## src/rtl/fsa_pkg.sv

```systemverilog
// shared types and constants of the free list slot allocator
`default_nettype none

package fsa_pkg;

	localparam int unsigned SLOT_W   = 10;
	localparam int unsigned STATUS_W = 2;

	localparam logic CMD_ALLOC = 1'b0;
	localparam logic CMD_FREE  = 1'b1;

	localparam logic [STATUS_W-1:0] STATUS_OK    = 2'd0;
	localparam logic [STATUS_W-1:0] STATUS_EMPTY = 2'd1;
	localparam logic [STATUS_W-1:0] STATUS_RANGE = 2'd2;

	typedef enum logic [1:0] {
		ST_CLEAR,
		ST_IDLE,
		ST_COMMIT
	} state_t;

	// controller to datapath
	typedef struct packed {
		logic clr_we;
		logic accept;
		logic commit;
	} ctrl_cmd_t;

	// datapath to controller
	typedef struct packed {
		logic clr_last;
		logic out_free;
	} dp_status_t;

endpackage

`default_nettype wire

```

## src/rtl/fsa_ctrl.sv

```systemverilog
// control state machine of the free list slot allocator
`default_nettype none

module fsa_ctrl (
	input  wire logic               clk,
	input  wire logic               arst_n,
	input  wire logic               in_valid,
	output logic                    in_stall,
	input  wire fsa_pkg::dp_status_t st,
	output fsa_pkg::ctrl_cmd_t      ctl
);

	fsa_pkg::state_t state_q;
	fsa_pkg::state_t state_d;

	always_ff @(posedge clk or negedge arst_n) begin
		if (!arst_n) begin
			state_q <= fsa_pkg::ST_CLEAR;
		end else begin
			state_q <= state_d;
		end
	end

	always_comb begin
		state_d    = state_q;
		in_stall   = 1'b1;
		ctl.clr_we = 1'b0;
		ctl.accept = 1'b0;
		ctl.commit = 1'b0;
		unique case (state_q)
			fsa_pkg::ST_CLEAR: begin
				ctl.clr_we = 1'b1;
				if (st.clr_last) begin
					state_d = fsa_pkg::ST_IDLE;
				end
			end
			fsa_pkg::ST_IDLE: begin
				in_stall   = 1'b0;
				ctl.accept = in_valid;
				if (in_valid) begin
					state_d = fsa_pkg::ST_COMMIT;
				end
			end
			fsa_pkg::ST_COMMIT: begin
				if (st.out_free) begin
					ctl.commit = 1'b1;
					state_d    = fsa_pkg::ST_IDLE;
				end
			end
			default: begin
				state_d = fsa_pkg::ST_CLEAR;
			end
		endcase
	end

endmodule

`default_nettype wire

```

## config.mk

```make
export PLATFORM = sky130hd
export DESIGN_NAME = fsa_ctrl
export DESIGN_NICKNAME = d
export VERILOG_FILES = /design/src/rtl/fsa_pkg.sv /design/src/rtl/fsa_ctrl.sv
export SDC_FILE = /design/constraint.sdc
export NUM_CORES = 1
export LEC_CHECK = 0
export ABC_AREA = 1
export BUFFER_PORTS_ARGS = -buffer_cell sky130_fd_sc_hd__clkbuf_2
export CORE_AREA = 2 2 39 41
export DETAILED_ROUTE_END_ITERATION = 7
export DIE_AREA = 0 0 41 43
export SKIP_LAST_GASP = 1
export SLEW_MARGIN = 10
export SYNTH_ARGS = -nofsm -noshare
export SYNTH_HDL_FRONTEND = slang
export SYNTH_SLANG_ARGS = --single-unit
```

## constraint.sdc

```tcl
create_clock -name clk -period 1.2 [get_ports clk]
set_clock_uncertainty 0.2 [all_clocks]
set_input_delay 0.06 -clock clk [delete_from_list [all_inputs] [get_ports clk]]
set_output_delay 0.06 -clock clk [all_outputs]
set_load 0.1 [all_outputs]
```

==> reports/metrics.cfg <==
[floorplanning]
start_util_pct = 8.68
coreArea_sq_mm = 0.00138
die_area_sq_mm = 0.00176
ios = 9
num_rows = 14
dieWidth_um = 41
die_h_um = 43

[global_routing]
grt_util_all_layers_pct = 6.52
antenna_found_initial = 0
grt_max_degree = 5
grt_overflow = 0
grt_pass1_vias = 178
grt_pass1_wl_um = 655

[route]
drt_iter0_drc = 0
via_per_inst = 3.34
ant_nets = 0
first_pass_iters = 1
wl_um = 380
num_vias = 177
wl_per_cell_um = 7.17
drc_errors = 0

[timing]
maxSlewViolCount = 0
setup_tns_ns = -0.446
slew_headroom_pct = 86.0
tightest_slew_ns = 0.209
period_needed_ns = 1.33
fmax_mhz = 750
finalSetupViolCount = 4
hold_viol = 0
fin_crit_sh_pct = 111
setup_slack_ns = -0.134
rsz0062_at_grt = true

[outcome]
status = finished with violations
violations = setup timing

[cells_and_area]
stdcell_area_sq_um = 385
syn2layout_area_growth_pct = 221
regArea_sq_um = 51.3
largestRegisters = state_q: 2 flops
final_util_pct = 27.8
top_register = state_q
fin_nets = 43
nFillCells = 152
largest_register_ffs = 2
final_common_cell = dlygate4sd3_1
n_antenna_cell = 0
layout-drive-gt1-share_pct = 59.5
multi_input_area_sq_um = 93.8
layout_common_cells = dlygate4sd3_1, inv_1, clkbuf_2, buf_12

[cts]
path_clk_slew_ns = 0.04
htree_levels = 1
cts_max_path_buffers = 2
root_buffer = clkbuf_4
cts-buffers-inserted = 3
clk_latency_ns = 0.23
clock-sinks = 2
cts_tree = built

[placed_design]
post_dp_cell_area_sq_um = 292
routabilityCongestion = 0.625
post-dp-hpwl_um = 255
pre_cts_ws_ns = 0.0399
portBuffers = 8

[worst_setup_path]
crit_path_start_kind = register
critical_path.max_fanout = 3
arrival_ns = 1.07
required_ns = 0.94
worstSetupEndpointType = output port
critPathKind = reg2out

[min_path]
hold_path.class = in2reg

[synth]
synth_area_sq_um = 120
synthTopCellsByArea = dfrtp_1, inv_1, nand2_1
yosysSeqAreaShare_pct = 41.7
synth-seq-cells = 2
yosys.area.top_type = dfrtp_1
synth_cell_types = 8
syn_area_per_cell_sq_um = 7.07
synth_top_cell_area_share_pct = 41.7
netlist_instances = 17
yosys_warnings = 0
syn_nets = 22

[flow_run]
maxCapViolations = 0

## cells in the mapped netlist
cell,number
nand2_1,3
nor2_1,3
a21oi_1,1
o21ai_2,1
inv_1,5
dfrtp_1,2
nor3_1,1
nand3_2,1
## area by class of cell
cell class	count	share of cell area [%]
inverters	5	5.52
clock buffers	4	6.82
repair buffers	16	44.8
well taps	16	5.19
multi-input cells	10	24.4
flip-flops and latches	2	13.3
## critical path, cell delays in order (launching register included)
cell and delay, ns:
dfrtp_1 0.40, inv_4 0.11, nand2_8 0.07, nor2_4 0.10, buf_12 0.18
## cells by family after synthesis
| logic type | synth area share, % |
|---|---|
| and+or+nand+nor | 31.2 |
| buffers and inverters | 15.6 |
| DFF | 41.7 |
| AOI/OAI and AO/OA | 11.5 |
## metrics by stage
step | hold slack (ns) | std cells
finish | 0.00356 | 53
global route | 0.0235 | 53
floorplan | -0.436 | 17
detailed placement | -0.354 | 42
global placement | -0.354 | 42
CTS | 0.00320 | 52
## worst paths after layout
check / startpoint / end / slack, ns / depth (start not counted)
setup / recovery: state_q[1] / ctl[1] / -0.13 / 4
hold / removal: in_valid / state_q[0] / 0.004 / 4
setup reg to reg: state_q[1] / state_q[0] / 0.07 / 5
hold reg to reg: state_q[1] / state_q[1] / 0.51 / 3
max in group asynchronous: arst_n / state_q[0] / 0.18 / 3
min in group asynchronous: arst_n / state_q[0] / 0.49 / 3
## layer usage
layer	track usage (%)	routed length [um]
met5	0	0
met4	12.0	19
met3	1.57	16
met2	9.06	230
met1	4.81	114
## timing repair
item / CTS / global route
hold buffers: 5 / 0
setup buffers: 1 / 1
endpoints found under the hold margin: 4 / 0
pin swaps: 3 / 1
gates cloned: 0 / 0
gates resized for setup: 0 / 1
endpoints found under the setup margin: 4 / 4
Power is left out: the tool's default activity adds up to more than one toggle a clock period on the data nets, which glitch-free logic cannot reach.
